===== config.mk =====
export PLATFORM = sky130hd
export DESIGN_NAME = min_max_waveform_decimator_unit
export DESIGN_NICKNAME = d
export VERILOG_FILES = /design/src/rtl/mmwd_pkg.sv /design/src/rtl/mmwd_tracker.sv /design/src/rtl/mmwd_rows.sv /design/src/rtl/min_max_waveform_decimator_unit.sv
export SDC_FILE = /design/constraint.sdc
export NUM_CORES = 1
export LEC_CHECK = 0
export BUFFER_PORTS_ARGS = -buffer_cell sky130_fd_sc_hd__buf_2
export CAP_MARGIN = 0
export CORE_MARGIN = 1.5
export CORE_UTILIZATION = 62
export DETAILED_ROUTE_END_ITERATION = 16
export GPL_TIMING_DRIVEN = 0
export PLACE_DENSITY = 0.82
export REMOVE_ABC_BUFFERS = 1
export SETUP_SLACK_MARGIN = 0.2
export SLEW_MARGIN = 20
export SYNTH_ARGS = -nofsm -noshare
export SYNTH_HDL_FRONTEND = slang
export SYNTH_HIERARCHICAL = 1
export SYNTH_SLANG_ARGS = --single-unit
export TNS_END_PERCENT = 5

===== constraint.sdc =====
create_clock -name clk -period 12.1 [get_ports clk]
set_input_delay 0.605 -clock clk [delete_from_list [all_inputs] [get_ports clk]]
set_output_delay 0.605 -clock clk [all_outputs]
set_load 0.05 [all_outputs]

===== src/rtl/mmwd_pkg.sv =====
package mmwd_pkg;

    // group and panel sizing
    localparam int SAMPLES_PER_COLUMN = 8;
    localparam int COLUMNS            = 128;

    localparam int CNT_W    = (SAMPLES_PER_COLUMN > 1) ? $clog2(SAMPLES_PER_COLUMN) : 1;
    localparam int PTR_W    = (COLUMNS > 1) ? $clog2(COLUMNS) : 1;
    localparam int SAMPLE_W = 16;
    localparam int ROW_W    = 14;
    localparam int COL_W    = 7;
    localparam int CFG_W    = 6;
    localparam int CFG_IDX_W = 2;

    // register reset values
    localparam logic [CFG_W-1:0] TRACE_TOP_RESET    = 6'd16;
    localparam logic [CFG_W-1:0] TRACE_BOTTOM_RESET = 6'd54;
    localparam logic [CFG_W-1:0] MAX_DEV_RESET      = 6'd20;

    // op codes
    localparam logic OP_PUSH    = 1'b0;
    localparam logic OP_RESTART = 1'b1;

    typedef enum logic [CFG_IDX_W-1:0] {
        CFG_TRACE_TOP    = 2'd0,
        CFG_TRACE_BOTTOM = 2'd1,
        CFG_MAX_DEV      = 2'd2
    } cfg_index_t;

    typedef enum logic [1:0] {
        MARK_EMPTY = 2'd0,
        MARK_PIXEL = 2'd1,
        MARK_LINE  = 2'd2
    } mark_t;

    typedef struct packed {
        logic [CFG_W-1:0] top_row;
        logic [CFG_W-1:0] bottom_row;
        logic [CFG_W-1:0] max_dev;
    } cfg_t;

    typedef struct packed {
        logic signed [SAMPLE_W-1:0] min_val;
        logic signed [SAMPLE_W-1:0] max_val;
        logic [COL_W-1:0]           col;
    } group_t;

    // low column bits of the wrapping pointer
    function automatic logic [COL_W-1:0] col_of(input logic [PTR_W-1:0] ptr);
        logic [PTR_W+COL_W-1:0] ext;
        begin
            ext = (PTR_W+COL_W)'(ptr);
            return ext[COL_W-1:0];
        end
    endfunction

endpackage


===== src/rtl/mmwd_tracker.sv =====
module mmwd_tracker (
    input  logic                                   clk,
    input  logic                                   rst_n,
    input  logic                                   in_valid,
    output logic                                   in_stall,
    input  logic                                   op,
    input  logic signed [mmwd_pkg::SAMPLE_W-1:0]   sample,
    output logic                                   grp_valid,
    output mmwd_pkg::group_t                       grp,
    input  logic                                   grp_ready
);
    import mmwd_pkg::*;

    logic signed [SAMPLE_W-1:0] min_reg, min_next;
    logic signed [SAMPLE_W-1:0] max_reg, max_next;
    logic [CNT_W-1:0]           cnt_reg, cnt_next;
    logic [PTR_W-1:0]           ptr_reg, ptr_next;
    logic                       grp_valid_reg, grp_valid_next;
    group_t                     grp_reg;
    logic                       accept;
    logic                       push;
    logic                       restart;
    logic                       first;
    logic                       last;
    logic signed [SAMPLE_W-1:0] upd_min;
    logic signed [SAMPLE_W-1:0] upd_max;

    // a pending group only blocks when the row stage cannot take it
    assign in_stall = grp_valid_reg && !grp_ready;
    assign accept   = in_valid && !in_stall;
    assign push     = accept && (op == OP_PUSH);
    assign restart  = accept && (op == OP_RESTART);
    assign first    = (cnt_reg == '0);
    assign last     = (cnt_reg == CNT_W'(SAMPLES_PER_COLUMN - 1));

    assign upd_min = (first || (sample < min_reg)) ? sample : min_reg;
    assign upd_max = (first || (sample > max_reg)) ? sample : max_reg;

    always_comb
    begin
        min_next = min_reg;
        max_next = max_reg;
        cnt_next = cnt_reg;
        ptr_next = ptr_reg;
        if (restart)
        begin
            min_next = '0;
            max_next = '0;
            cnt_next = '0;
            ptr_next = '0;
        end
        else if (push)
        begin
            min_next = upd_min;
            max_next = upd_max;
            cnt_next = last ? '0 : cnt_reg + 1'b1;
            if (last)
            begin
                ptr_next = (ptr_reg == PTR_W'(COLUMNS - 1)) ? '0 : ptr_reg + 1'b1;
            end
        end
    end

    always_comb
    begin
        if (push && last)
        begin
            grp_valid_next = 1'b1;
        end
        else if (grp_ready)
        begin
            grp_valid_next = 1'b0;
        end
        else
        begin
            grp_valid_next = grp_valid_reg;
        end
    end

    always_ff @(posedge clk or negedge rst_n)
    begin
        if (!rst_n)
        begin
            min_reg       <= '0;
            max_reg       <= '0;
            cnt_reg       <= '0;
            ptr_reg       <= '0;
            grp_valid_reg <= 1'b0;
        end
        else
        begin
            min_reg       <= min_next;
            max_reg       <= max_next;
            cnt_reg       <= cnt_next;
            ptr_reg       <= ptr_next;
            grp_valid_reg <= grp_valid_next;
        end
    end

    // finished group, loaded with the closing sample folded in
    always_ff @(posedge clk)
    begin
        if (push && last)
        begin
            grp_reg.min_val <= upd_min;
            grp_reg.max_val <= upd_max;
            grp_reg.col     <= col_of(ptr_reg);
        end
    end

    assign grp_valid = grp_valid_reg;
    assign grp       = grp_reg;

endmodule


===== src/rtl/mmwd_rows.sv =====
module mmwd_rows (
    input  logic                                 clk,
    input  logic                                 rst_n,
    input  logic                                 grp_valid,
    input  mmwd_pkg::group_t                     grp,
    output logic                                 grp_ready,
    input  mmwd_pkg::cfg_t                       cfg,
    output logic                                 out_valid,
    input  logic                                 out_stall,
    output logic [mmwd_pkg::COL_W-1:0]           column_index,
    output logic signed [mmwd_pkg::SAMPLE_W-1:0] group_min,
    output logic signed [mmwd_pkg::SAMPLE_W-1:0] group_max,
    output logic signed [mmwd_pkg::ROW_W-1:0]    row_top,
    output logic signed [mmwd_pkg::ROW_W-1:0]    row_bottom,
    output logic [1:0]                           mark
);
    import mmwd_pkg::*;

    localparam int CALC_W = ROW_W + 1;
    localparam int PROD_W = SAMPLE_W + 2;

    logic                       out_valid_reg, out_valid_next;
    logic [COL_W-1:0]           col_reg;
    logic signed [SAMPLE_W-1:0] min_reg;
    logic signed [SAMPLE_W-1:0] max_reg;
    logic signed [ROW_W-1:0]    top_reg;
    logic signed [ROW_W-1:0]    bot_reg;
    mark_t                      mark_reg;
    logic                       load;

    logic signed [SAMPLE_W-1:0] lo;
    logic signed [SAMPLE_W-1:0] hi;
    logic signed [PROD_W-1:0]   prod_hi;
    logic signed [PROD_W-1:0]   prod_lo;
    logic [CFG_W:0]             mid_sum;
    logic signed [CALC_W-1:0]   mid_s;
    logic signed [CALC_W-1:0]   dev_s;
    logic signed [CALC_W-1:0]   box_top_s;
    logic signed [CALC_W-1:0]   box_bot_s;
    logic signed [CALC_W-1:0]   y0;
    logic signed [CALC_W-1:0]   y1;
    logic signed [CALC_W-1:0]   y_tmp;
    logic                       empty;
    mark_t                      mark_calc;

    assign grp_ready = !out_valid_reg || !out_stall;
    assign load      = grp_valid && grp_ready;

    assign mid_sum   = {1'b0, cfg.top_row} + {1'b0, cfg.bottom_row};
    assign mid_s     = $signed(CALC_W'(mid_sum[CFG_W:1]));
    assign dev_s     = $signed(CALC_W'(cfg.max_dev));
    assign box_top_s = $signed(CALC_W'(cfg.top_row));
    assign box_bot_s = $signed(CALC_W'(cfg.bottom_row));
    assign empty     = (grp.min_val == '0) && (grp.max_val == '0);

    always_comb
    begin
        lo = grp.min_val;
        hi = grp.max_val;
        if (lo > hi)
        begin
            lo = grp.max_val;
            hi = grp.min_val;
        end
        // v*3 as 2v + v, floor by dropping four bits
        prod_hi = {hi[SAMPLE_W-1], hi, 1'b0} + {{2{hi[SAMPLE_W-1]}}, hi};
        prod_lo = {lo[SAMPLE_W-1], lo, 1'b0} + {{2{lo[SAMPLE_W-1]}}, lo};
        y0 = mid_s - CALC_W'($signed(prod_hi[PROD_W-1:4]));
        y1 = mid_s - CALC_W'($signed(prod_lo[PROD_W-1:4]));
        if (y0 < mid_s - dev_s)
        begin
            y0 = mid_s - dev_s;
        end
        if (y1 > mid_s + dev_s)
        begin
            y1 = mid_s + dev_s;
        end
        if (y0 < box_top_s)
        begin
            y0 = box_top_s;
        end
        if (y1 > box_bot_s)
        begin
            y1 = box_bot_s;
        end
        y_tmp = y0;
        if (y0 > y1)
        begin
            y0 = y1;
            y1 = y_tmp;
        end
        if (empty)
        begin
            y0        = '0;
            y1        = '0;
            mark_calc = MARK_EMPTY;
        end
        else if (y0 == y1)
        begin
            mark_calc = MARK_PIXEL;
        end
        else
        begin
            mark_calc = MARK_LINE;
        end
    end

    always_comb
    begin
        if (load)
        begin
            out_valid_next = 1'b1;
        end
        else if (out_stall)
        begin
            out_valid_next = out_valid_reg;
        end
        else
        begin
            out_valid_next = 1'b0;
        end
    end

    always_ff @(posedge clk or negedge rst_n)
    begin
        if (!rst_n)
        begin
            out_valid_reg <= 1'b0;
        end
        else
        begin
            out_valid_reg <= out_valid_next;
        end
    end

    always_ff @(posedge clk)
    begin
        if (load)
        begin
            col_reg  <= grp.col;
            min_reg  <= grp.min_val;
            max_reg  <= grp.max_val;
            top_reg  <= y0[ROW_W-1:0];
            bot_reg  <= y1[ROW_W-1:0];
            mark_reg <= mark_calc;
        end
    end

    assign out_valid    = out_valid_reg;
    assign column_index = col_reg;
    assign group_min    = min_reg;
    assign group_max    = max_reg;
    assign row_top      = top_reg;
    assign row_bottom   = bot_reg;
    assign mark         = mark_reg;

endmodule


===== src/rtl/min_max_waveform_decimator_unit.sv =====
// min/max waveform decimator for a display trace
//
// input channel (in_valid / in_stall, op, sample): one transfer per cycle at most;
//   op push folds a signed sample into the running min and max of the current group,
//   op restart clears tracker, group counter and column pointer and gives no result
// output channel (out_valid / out_stall): one transfer per finished group, carrying
//   the column index, raw group min/max, segment rows and the column mark
// config channel (cfg_valid / cfg_ready, cfg_index, cfg_data): always ready, writes
//   trace top row, trace bottom row and deviation band; the user must write only
//   while the block is idle, which the block itself does not enforce
// throughput: one item per cycle unless in_stall, set by the single compare-update
//   of the tracker; the group register loads at the edge accepting a group-closing
//   transfer, and the row result enters the output register once that is free
// stall: a held result waits in the output register while a second group may wait in
//   the group register; in_stall rises only when both are occupied
// reset: tracker state clears, registers return to top 16, bottom 54, band 20,
//   and both result stages empty
module min_max_waveform_decimator_unit (
    input  logic                                  clk,
    input  logic                                  rst_n,
    input  logic                                  in_valid,
    output logic                                  in_stall,
    input  logic                                  op,
    input  logic signed [mmwd_pkg::SAMPLE_W-1:0]  sample,
    output logic                                  out_valid,
    input  logic                                  out_stall,
    output logic [mmwd_pkg::COL_W-1:0]            column_index,
    output logic signed [mmwd_pkg::SAMPLE_W-1:0]  group_min,
    output logic signed [mmwd_pkg::SAMPLE_W-1:0]  group_max,
    output logic signed [mmwd_pkg::ROW_W-1:0]     row_top,
    output logic signed [mmwd_pkg::ROW_W-1:0]     row_bottom,
    output logic [1:0]                            mark,
    input  logic                                  cfg_valid,
    output logic                                  cfg_ready,
    input  logic [mmwd_pkg::CFG_IDX_W-1:0]        cfg_index,
    input  logic [mmwd_pkg::CFG_W-1:0]            cfg_data
);
    import mmwd_pkg::*;

    cfg_t   cfg_reg, cfg_next;
    logic   grp_valid;
    logic   grp_ready;
    group_t grp;

    // register file: writes to an unused index are dropped
    assign cfg_ready = 1'b1;

    always_comb
    begin
        cfg_next = cfg_reg;
        if (cfg_valid && cfg_ready)
        begin
            case (cfg_index)
                CFG_TRACE_TOP:    cfg_next.top_row    = cfg_data;
                CFG_TRACE_BOTTOM: cfg_next.bottom_row = cfg_data;
                CFG_MAX_DEV:      cfg_next.max_dev    = cfg_data;
                default:          cfg_next            = cfg_reg;
            endcase
        end
    end

    always_ff @(posedge clk or negedge rst_n)
    begin
        if (!rst_n)
        begin
            cfg_reg.top_row    <= TRACE_TOP_RESET;
            cfg_reg.bottom_row <= TRACE_BOTTOM_RESET;
            cfg_reg.max_dev    <= MAX_DEV_RESET;
        end
        else
        begin
            cfg_reg <= cfg_next;
        end
    end

    // running min/max over the group, column pointer
    mmwd_tracker u_tracker (
        .clk       (clk),
        .rst_n     (rst_n),
        .in_valid  (in_valid),
        .in_stall  (in_stall),
        .op        (op),
        .sample    (sample),
        .grp_valid (grp_valid),
        .grp       (grp),
        .grp_ready (grp_ready)
    );

    // scaling, band and box clamp, ordering, mark; feeds the output register
    mmwd_rows u_rows (
        .clk          (clk),
        .rst_n        (rst_n),
        .grp_valid    (grp_valid),
        .grp          (grp),
        .grp_ready    (grp_ready),
        .cfg          (cfg_reg),
        .out_valid    (out_valid),
        .out_stall    (out_stall),
        .column_index (column_index),
        .group_min    (group_min),
        .group_max    (group_max),
        .row_top      (row_top),
        .row_bottom   (row_bottom),
        .mark         (mark)
    );

endmodule


==> results of run 1 <==
==> final cells by class <==
| cell class | instances | area (µm²) | share of cell area [%] |
|---|---|---|---|
| clock buffer | 20 | 447 | 2.99 |
| clock inverter | 12 | 118 | 0.787 |
| inverter | 117 | 444 | 2.97 |
| multi-input combinational | 1045 | 7930 | 53.0 |
| sequential | 170 | 4800 | 32.1 |
| tap | 275 | 344 | 2.30 |
| timing repair buffer | 139 | 863 | 5.78 |
==> worst register-to-register path, delay by kind of cell, from the launching register on <==
family	cells	cell delay (ns)
xor+xnor	3	0.63
mux	1	0.41
buf+inv	4	0.42
fa+ha+maj	7	2.23
flops	1	0.46
compound gates	22	4.30
simple gates	18	2.83
==> Yosys cell counts, types with 16 or more instances <==
library cell,count
o2111ai_1,17
nand3_1,25
mux2_2,32
o221ai_1,16
edfxtp_1,108
xnor2_1,33
nor3_1,18
ha_1,156
a21oi_1,86
xor2_1,18
dfrtp_1,55
nand2b_1,23
o21a_1,18
nand3b_1,19
o21ai_0,111
nor2_1,73
a21o_1,33
clkbuf_1,43
nand2_1,115
inv_1,116
nand4_1,25
==> logic make-up after synthesis <==
group | Yosys count
other cells | 1
xor+xnor | 52
mux | 52
simple gates | 376
buf+inv | 174
flops | 170
compound gates | 402
fa+ha+maj | 161
==> metrics by stage <==
stage / TNS (ns) / std cells
global placement: -28.24 / 1706
finish: 0 / 1778
global route: 0 / 1778
CTS: 0 / 1750
detailed placement: -35.89 / 1711
floorplan: 0 / 1331
==> cells in the final DEF (no fill, tap or decap), types with 22 or more instances in the layout <==
cell type    n
a21o_1      33
a21oi_1     82
buf_2       99
buf_4       33
dfrtp_1     55
edfxtp_1   108
ha_1       154
inv_1      114
mux2_2      32
nand2_1    114
nand2b_1    22
nand3_1     24
nand4_1     25
nor2_1      71
o21ai_0    103
xnor2_1     33
==> metal layers <==
metal	track usage [%]	part of all wire (%)
met4	16.2	4.4
met1	38.0	40
met3	4.92	7.7
met2	52.1	48
met5	0	0.096
==> power groups by stage <==
stage | Sequential [W] | Clock (W) | Combinational [W]
CTS | 0.000755 | 0.000537 | 0.00228
floorplan | 0.000758 | 0 | 0.00166
global placement | 0.000764 | 0 | 0.00208
finish | 0.000756 | 0.000530 | 0.00249
detailed placement | 0.000767 | 0 | 0.00219
global route | 0.000760 | 0.000557 | 0.00274
==> path summary, 6_finish.rpt <==
check | start | endpoint | slack (ns)
max in group asynchronous | rst_n | cfg_reg[2] | 11.03
min in group asynchronous | rst_n | u_tracker/grp_valid | 0.53
worst max register to register | u_tracker/grp[34] | u_rows/row_bottom[0] | 0.69
worst max-delay path | u_tracker/grp[34] | u_rows/row_bottom[0] | 0.69
worst min register to register | u_tracker/grp[2] | u_rows/column_index[2] | 0.43
worst min-delay path | u_tracker/grp[2] | u_rows/column_index[2] | 0.43
==> timing repair <==
item	4_1_cts	5_1_grt
gates resized for setup	18	20
hold buffers	1	0
setup buffers	6	27
pin swaps	1	11
cloned	0	1
endpoints found under the setup margin	30	28
endpoints found under the hold margin	6	0
==> results.yml, run 1 <==
floorplan:
  die_height_um: 149
  dieArea_mm2: 0.0223
  die_x_um: 149
  ios: 102
  initial_core_util_pct: 63.1
  coreArea_mm2: 0.0210
  rows: 53
worst_setup_path:
  critical_path_arrival_ns: 11.69
  slowest_delay_ns: 0.52
  cp.required_ns: 12.38
  cpLargestDelayFamily: "compound AO/OA/AOI/OAI gates"
  critical_path_class: "flip-flop to flip-flop"
  crit_path_frequent_cell: "ha_1"
  reg2regPathDepth: 55
  crit_buf_inv: 4
  cp-end-kind: "flip-flop"
  cp_slowest_cell: "or4_4"
  path_depth: 55
  worstPathMaxFanout: 17
  startpoint_type: "flip-flop"
synthesis:
  synthTopCellsByArea: "edfxtp_1 24%, ha_1 15%, dfrtp_1 10%"
  synth-simple-area-share_pct: 14.8
  syn_area_mm2: 0.0133
  yosysUniqueCellTypes: 88
  seq_area_frac_synth_pct: 36.2
  synth_xor_area_share_pct: 3.49
  ys.flop_type: "edfxtp_1"
  ys_warn_count: 6
  ys_ff_latch: 170
  synth.top_cell.area_share_pct: 24.4
  muxShareOfSynthArea_pct: 4.65
  synth_top_family_by_area: "compound AO/OA/AOI/OAI gates"
  synthesis.instances: 1388
  synthAdderAreaFrac_pct: 15.5
  synth-edff-count: 108
  synthArstFlopShare_pct: 36.5
  yosysTopAreaCell: "edfxtp_1"
  avgSynthCellArea_um2: 9.56
  synth_compound_area_share_pct: 20.0
outcome:
  status: "finished, final reports clean"
place:
  place.gp.congestion: 0.921
  pre_cts_slack_ns: -1.62
  hpwl_um: 24500
  dpl-instance-area_mm2: 0.0139
  port_buffers: 100
final_layout:
  final_util_pct: 71.1
  drive_gt1_share_pct: 18.6
  fin_area_mm2: 0.0149
  n_antenna_cell: 0
  n_fill_cell: 1478
  fin_nets: 1681
  area_growth_pct: 12.6
  largest_register_ffs: 39
route:
  drc: 0
  ant_nets: 0
  wl_per_cell_um: 19.3
  first_iter_violations: 1060
  wirelength_um: 34400
  avgViaCountPerCell: 6.45
  vias: 11500
  dr.pass1.iters: 6
pwr:
  p_leak_nw: 6.47
  p_total_w: 0.00378
  intPower_w: 0.00206
  p_seq_share_pct: 20.0
  switching_share_pct: 45.5
  power.share.clock_pct: 14.0
  vdd_drop_max_uv: 182
  combPwrFrac_pct: 66.0
  p_sw_w: 0.00172
  p_per_area_mw_per_mm2: 253
sta:
  timing.hold.ws_ns: 0.428
  fin_skew_ns: 0.00855
  max_freq_mhz: 87.6
  hold_violations: 0
  max_slew_margin_pct: 25.2
  rsz0062_at_grt: "no"
  worst_slack_ns: 0.690
  tightest_slew_ns: 1.12
  setup_violations: 0
  slew_viol_final: 0
  min_period_ns: 11.41
  period_share_pct: 94.3
global_routing:
  groute.usage.overall_pct: 30.8
  overflow: 0
  grt_pass1_wl_um: 53800
  grt_pass1_vias: 10900
  grt_max_degree: 57
  grt_antenna_before_repair: 0
job:
  drv_cap: 0
clocking:
  h-tree-depth: 4
  clockBufferDepth: 2
  cts_tree: "yes"
  clk_pin_slew_ns: 0.07
  clock-sinks: 170
  numCtsBuffers: 17
  clk_latency_ns: 0.44
  ctsRootBufferMaster: "clkbuf_16"
hold_path:
  hold_path_class: "flip-flop to flip-flop"
  min_path_cells: 0
No activity file was read; power rests on OpenSTA's default activity.
==> inputs of run 2 (changes only) <==
--- a/config.mk
+++ b/config.mk
@@ -8,10 +8,10 @@
 export BUFFER_PORTS_ARGS = -buffer_cell sky130_fd_sc_hd__buf_2
 export CAP_MARGIN = 0
 export CORE_MARGIN = 1.5
-export CORE_UTILIZATION = 62
+export CORE_UTILIZATION = 60
 export DETAILED_ROUTE_END_ITERATION = 16
 export GPL_TIMING_DRIVEN = 0
-export PLACE_DENSITY = 0.82
+export PLACE_DENSITY = 0.8
 export REMOVE_ABC_BUFFERS = 1
 export SETUP_SLACK_MARGIN = 0.2
 export SLEW_MARGIN = 20
@@ -19,4 +19,3 @@
 export SYNTH_HDL_FRONTEND = slang
 export SYNTH_HIERARCHICAL = 1
 export SYNTH_SLANG_ARGS = --single-unit
-export TNS_END_PERCENT = 5
==> run 2 against run 1 <==
First-iteration DRC count shrank 37%. Combinational power is essentially flat. Non-clock buffer count shrank 12. Worst hold slack lost 0.37 ns. Flip-flop and latch count is the same. Clock-buffer cell count shrank 3. Critical path depth grew 3. Critical path type unchanged. Fmax grew 1.4%. Via count shrank 2.3%. Final area is essentially flat.
==> results.yml, run 2 (synthesized netlist as in run 1, its figures left out) <==
final_layout:
  n_fill_cell: 1687
  n_antenna_cell: 0
  fin_nets: 1670
  seqCellArea_mm2: 0.00480
  drive_gt1_share_pct: 18.5
  layout_commonest_cell: "ha_1"
  layout_common_cells: "154 x ha_1, 114 x inv_1, 113 x nand2_1"
  multi_input_area_mm2: 0.00799
  area_growth_pct: 12.5
  largest_register_ffs: 39
  fin_area_mm2: 0.0149
  final_cells: 1772
floorplan:
  dieArea_mm2: 0.0230
  rows: 54
  ios: 102
  die_x_um: 152
  initial_core_util_pct: 61.0
  coreArea_mm2: 0.0218
  die_height_um: 152
worst_setup_path:
  critical_path_arrival_ns: 11.54
  cp.required_ns: 12.39
  critical_path_class: "flip-flop to flip-flop"
  cp-end-kind: "flip-flop"
  startpoint_type: "flip-flop"
  cp_slowest_cell: "or4_4"
  slowest_delay_ns: 0.54
  crit_path_frequent_cell: "ha_1"
  worstPathMaxFanout: 17
job:
  drv_cap: 0
sta:
  setup_violations: 0
  max_freq_mhz: 88.9
  max_slew_margin_pct: 27.0
  fin_skew_ns: 0.0111
  rsz0062_at_grt: "no"
  slew_viol_final: 0
  period_share_pct: 93.0
  hold_violations: 0
  tightest_slew_ns: 1.09
  min_period_ns: 11.25
global_routing:
  grt_max_degree: 46
  grt_pass1_wl_um: 51200
  groute.usage.overall_pct: 28.6
  grt_antenna_before_repair: 0
  grt_pass1_vias: 10400
  overflow: 0
place:
  hpwl_um: 24300
  dpl-instance-area_mm2: 0.0139
  port_buffers: 100
  place.gp.congestion: 0.941
  dp.cells: 1714
clocking:
  clock-sinks: 170
  clk_latency_ns: 0.45
  numCtsBuffers: 17
  cts_tree: "yes"
  clockBufferDepth: 2
  h-tree-depth: 4
  ctsHoldBuffers: 0
  ctsRootBufferMaster: "clkbuf_16"
  clk_pin_slew_ns: 0.08
route:
  first_iter_violations: 670
  wl_per_cell_um: 18.6
  vias: 11200
  drc: 0
  wirelength_um: 32900
  ant_nets: 0
  dr.pass1.iters: 5
  avgViaCountPerCell: 6.32
pwr:
  p_total_w: 0.00382
  vdd_drop_max_uv: 157
  p_leak_nw: 6.45
  combPwrFrac_pct: 65.5
  switching_share_pct: 45.8
  p_per_area_mw_per_mm2: 256
  intPower_w: 0.00207
  power.share.clock_pct: 14.7
  p_seq_share_pct: 19.8
  p_sw_w: 0.00175
hold_path:
  hold_path_class: "input port to async pin"
outcome:
  status: "finished, final reports clean"
run 2: cell types whose count changed in the layout (fill, tap and decap cells not counted), moves of 4 or more:
| cell | change |
|---|---|
| inv_8 | +4 |
| buf_4 | -9 |
| inv_6 | -4 |
| o21ai_0 | -4 |
| o21ai_1 | +5 |
run 2: worst paths after layout:
kind / start / to / slack, ns / depth (start not counted)
max reg2reg: u_tracker/grp[18] / u_rows/row_top[0] / 0.85 / 58
max: u_tracker/grp[18] / u_rows/row_top[0] / 0.85 / 58
min reg2reg: u_tracker/grp[6] / u_rows/column_index[6] / 0.42 / 0
max in group asynchronous: rst_n / cfg_reg[2] / 11.45 / 2
min: rst_n / u_tracker/ptr_reg[2] / 0.06 / 1
min in group clk: out_stall / u_rows/out_valid / 0.40 / 3
run 2: layout make-up:
class,instances,share of cell area [%]
Clock inverter,15,1.21
Clock buffer,17,2.85
Multi-Input combinational cell,1046,53.5
Tap cell,280,2.35
Inverter,117,2.96
Sequential cell,170,32.2
Timing Repair Buffer,127,5.03
run 2: timing repair:
action,CTS,global route
gates resized for setup,16,32
setup buffers,3,21
setup endpoints to repair,28,28
cloned,0,2
pin swaps,1,10
hold endpoints to repair,0,0
run 2: critical path: cells and delay by family, from the launching register on:
family	cells	cell delay (ns)
xor gates and xnor gates	3	0.55
AOI/OAI and AO/OA	22	3.92
muxes	1	0.39
and+or+nand+nor	20	3.08
DFF	1	0.39
buffers and inverters	5	0.57
adders and majority gates	7	2.17
run 2: through the flow:
stage | hold WS, ns | TNS (ns) | setup WS, ns | util (%)
finish | 0.0562 | 0 | 0.850 | 68.7
global placement | 0.404 | -29.90 | -1.50 | 63.7
detailed placement | 0.405 | -22.84 | -1.15 | 64.0
CTS | 0.0599 | 0 | 0.252 | 67.1
floorplan | 0.309 | 0 | 0.972 | -
global route | 0.0749 | 0 | 0.188 | 68.7
run 2: power groups by stage:
stage	Clock [W]	Sequential [W]	Combinational, W
6_report	0.000563	0.000756	0.00250
5_1_grt	0.000591	0.000760	0.00275
4_1_cts	0.000568	0.000756	0.00226
2_1_floorplan	0	0.000758	0.00166
3_3_place_gp	0	0.000766	0.00210
3_5_place_dp	0	0.000768	0.00218
run 2: routing by layer:
layer,vias to the layer above,GRT usage [%],routed length [µm]
met5,-,0,0
met4,0,14.0,1450
met3,103,3.77,1810
met2,432,49.8,16300
met1,5330,34.7,13400
li1,5330,-,-
==> inputs of run 3 (changes only) <==
--- a/config.mk
+++ b/config.mk
@@ -8,11 +8,9 @@
 export BUFFER_PORTS_ARGS = -buffer_cell sky130_fd_sc_hd__buf_2
 export CAP_MARGIN = 0
 export CORE_MARGIN = 1.5
-export CORE_UTILIZATION = 60
+export CORE_UTILIZATION = 40
 export DETAILED_ROUTE_END_ITERATION = 16
 export GPL_TIMING_DRIVEN = 0
-export PLACE_DENSITY = 0.8
-export REMOVE_ABC_BUFFERS = 1
 export SETUP_SLACK_MARGIN = 0.2
 export SLEW_MARGIN = 20
 export SYNTH_ARGS = -nofsm -noshare
==> run 3 against run 2 <==
Via count is 1.7% lower. Utilization shrank 21 points. Critical path depth rose by 3. Flip-flop and latch count is the same. Clock skew down 0.0020 ns. Combinational power rose by 2%. First-iteration DRC count grew 32%. Critical endpoint is now u_rows/row_bottom[9]. Largest cell class unchanged. Cell count is 12% higher. Critical path type unchanged. Global-route usage fell by 7.7 points.
==> results.yml, run 3 (synthesized netlist as in run 1, its figures left out) <==
job:
  drv_cap: 0
worst_setup_path:
  slowest_delay_ns: 0.53
  crit_path_frequent_cell: "ha_1"
  critical_path_arrival_ns: 11.50
  cp.required_ns: 12.28
  startpoint_type: "flip-flop"
  worstPathMaxFanout: 10
  critical_path_class: "flip-flop to flip-flop"
  reg2regPathDepth: 61
  ff2ff_setup_slack_ns: 0.78
  cp-end-kind: "flip-flop"
  reg2reg_from: "u_tracker/grp[16]"
  cp_slowest_cell: "or4_4"
  r2r-end: "u_rows/row_bottom[9]"
synthesis:
  synth_nets: 1579
route:
  drc: 0
  avgViaCountPerCell: 5.55
  dr.pass1.iters: 5
  wl_per_cell_um: 17.8
  wirelength_um: 35300
  ant_nets: 0
  vias: 11000
  first_iter_violations: 884
floorplan:
  rows: 66
  coreArea_mm2: 0.0326
  dieArea_mm2: 0.0343
  initial_core_util_pct: 40.7
  ios: 102
  die_height_um: 185
  die_x_um: 185
global_routing:
  grt_pass1_wl_um: 55000
  groute.usage.overall_pct: 20.8
  grt_pass1_vias: 10300
  grt_antenna_before_repair: 0
  grt_max_degree: 44
  overflow: 0
clocking:
  clock-sinks: 170
  ctsHoldBuffers: 0
  h-tree-depth: 4
  clockBufferDepth: 2
  cts_tree: "yes"
  clk_latency_ns: 0.45
  numCtsBuffers: 17
  clk_pin_slew_ns: 0.07
  ctsRootBufferMaster: "clkbuf_16"
sta:
  timing.hold.ws_ns: 0.0465
  max_freq_mhz: 88.4
  rsz0062_at_grt: "no"
  period_share_pct: 93.5
  min_period_ns: 11.32
  tightest_slew_ns: 1.01
  fin_skew_ns: 0.00907
  hold_violations: 0
  max_slew_margin_pct: 32.1
  slew_viol_final: 0
  setup_violations: 0
final_layout:
  fin_area_mm2: 0.0154
  layout_commonest_cell: "ha_1"
  fin_nets: 1719
  final_cells: 1983
  n_antenna_cell: 0
  drive_gt1_share_pct: 19.4
  multi_input_area_mm2: 0.00799
  n_fill_cell: 3102
  layout_common_cells: "155 x ha_1, 114 x inv_1, 112 x nand2_1"
  largest_register_ffs: 39
  final_util_pct: 47.3
  area_growth_pct: 16.2
  seqCellArea_mm2: 0.00480
outcome:
  status: "finished, final reports clean"
place:
  hpwl_um: 27800
  place.gp.congestion: 0.878
  port_buffers: 99
  dp.cells: 1932
  dpl-instance-area_mm2: 0.0144
pwr:
  p_per_area_mw_per_mm2: 250
  p_leak_nw: 6.60
  vdd_drop_max_uv: 169
hold_path:
  hold_path_class: "input port to async pin"
run 3: cell count changes in the layout (fill, tap and decap cells not counted), moves of 3 or more:
cell      before  now
mux2i_2        4    7
clkbuf_1       0   33
buf_6          0    8
mux2i_1       10    7
o21ai_2        1    5
clkinv_8       3    0
buf_2         99  103
inv_8          5    1
o21ai_1       14   11
clkbuf_2       0    3
run 3: timing repair:
item / in CTS / in global routing
resized for setup: 38 / 54
endpoints found under the setup margin: 30 / 28
pin swaps: 3 / 11
endpoints found under the hold margin: 0 / 0
buffers inserted: 10 / 9
run 3: cell type report:
type | count | area share [%]
Sequential cell | 170 | 31.2
Inverter | 117 | 2.88
Buffer | 57 | 2.10
Multi-Input combinational cell | 1044 | 51.8
Clock buffer | 18 | 2.78
Timing Repair Buffer | 121 | 4.59
Tap cell | 442 | 3.59
Clock inverter | 14 | 1.10
run 3: through the flow:
step	setup TNS (ns)	setup WS [ns]	total power (W)
global route	0	0.100	0.00418
detailed placement	-40.11	-1.65	0.00304
global placement	-33.68	-1.41	0.00299
floorplan	0	1.23	0.00246
finish	0	0.783	0.00386
CTS	0	0.213	0.00379
run 3: critical path, delay by kind of cell (launching register included):
family	cells	cell delay, ns
XOR/XNOR	3	0.47
buffers and inverters	11	1.55
AO/OA/AOI/OAI	21	3.54
adder cells (fa/ha/maj)	7	2.02
flip-flops	1	0.46
multiplexers	1	0.34
AND/OR/NAND/NOR	18	2.65
run 3: worst max path at each step:
stage | cells after the start | slack (ns) | from | end
after global placement | 60 | -1.41 | u_tracker/grp[18] | u_rows/row_top[3]
final | 61 | 0.78 | u_tracker/grp[16] | u_rows/row_bottom[9]
after CTS | 55 | 0.21 | u_tracker/grp[18] | u_rows/row_bottom[9]
after detailed placement | 61 | -1.65 | u_tracker/grp[18] | u_rows/row_top[3]
after floorplan | 60 | 1.23 | u_tracker/grp[11] | u_rows/row_bottom[11]
after global routing | 60 | 0.10 | u_tracker/grp[16] | u_rows/row_bottom[9]
run 3: power by group:
part | total (W) | switching [W] | leakage (nW) | internal [W]
sequential | 0.000755 | 0.0000274 | 1.75 | 0.000727
clock | 0.000556 | 0.000231 | 0.288 | 0.000325
combinational | 0.00255 | 0.00148 | 4.55 | 0.00107
run 3: routing by layer:
layer  vias up  track usage [%]  part of all wire [%]
li1       5438                -                     -
met1      5271             26.9                    46
met2       251             36.0                    49
met3        41             3.26                   3.4
met4         0             5.72                   1.6
met5         -                0                     0
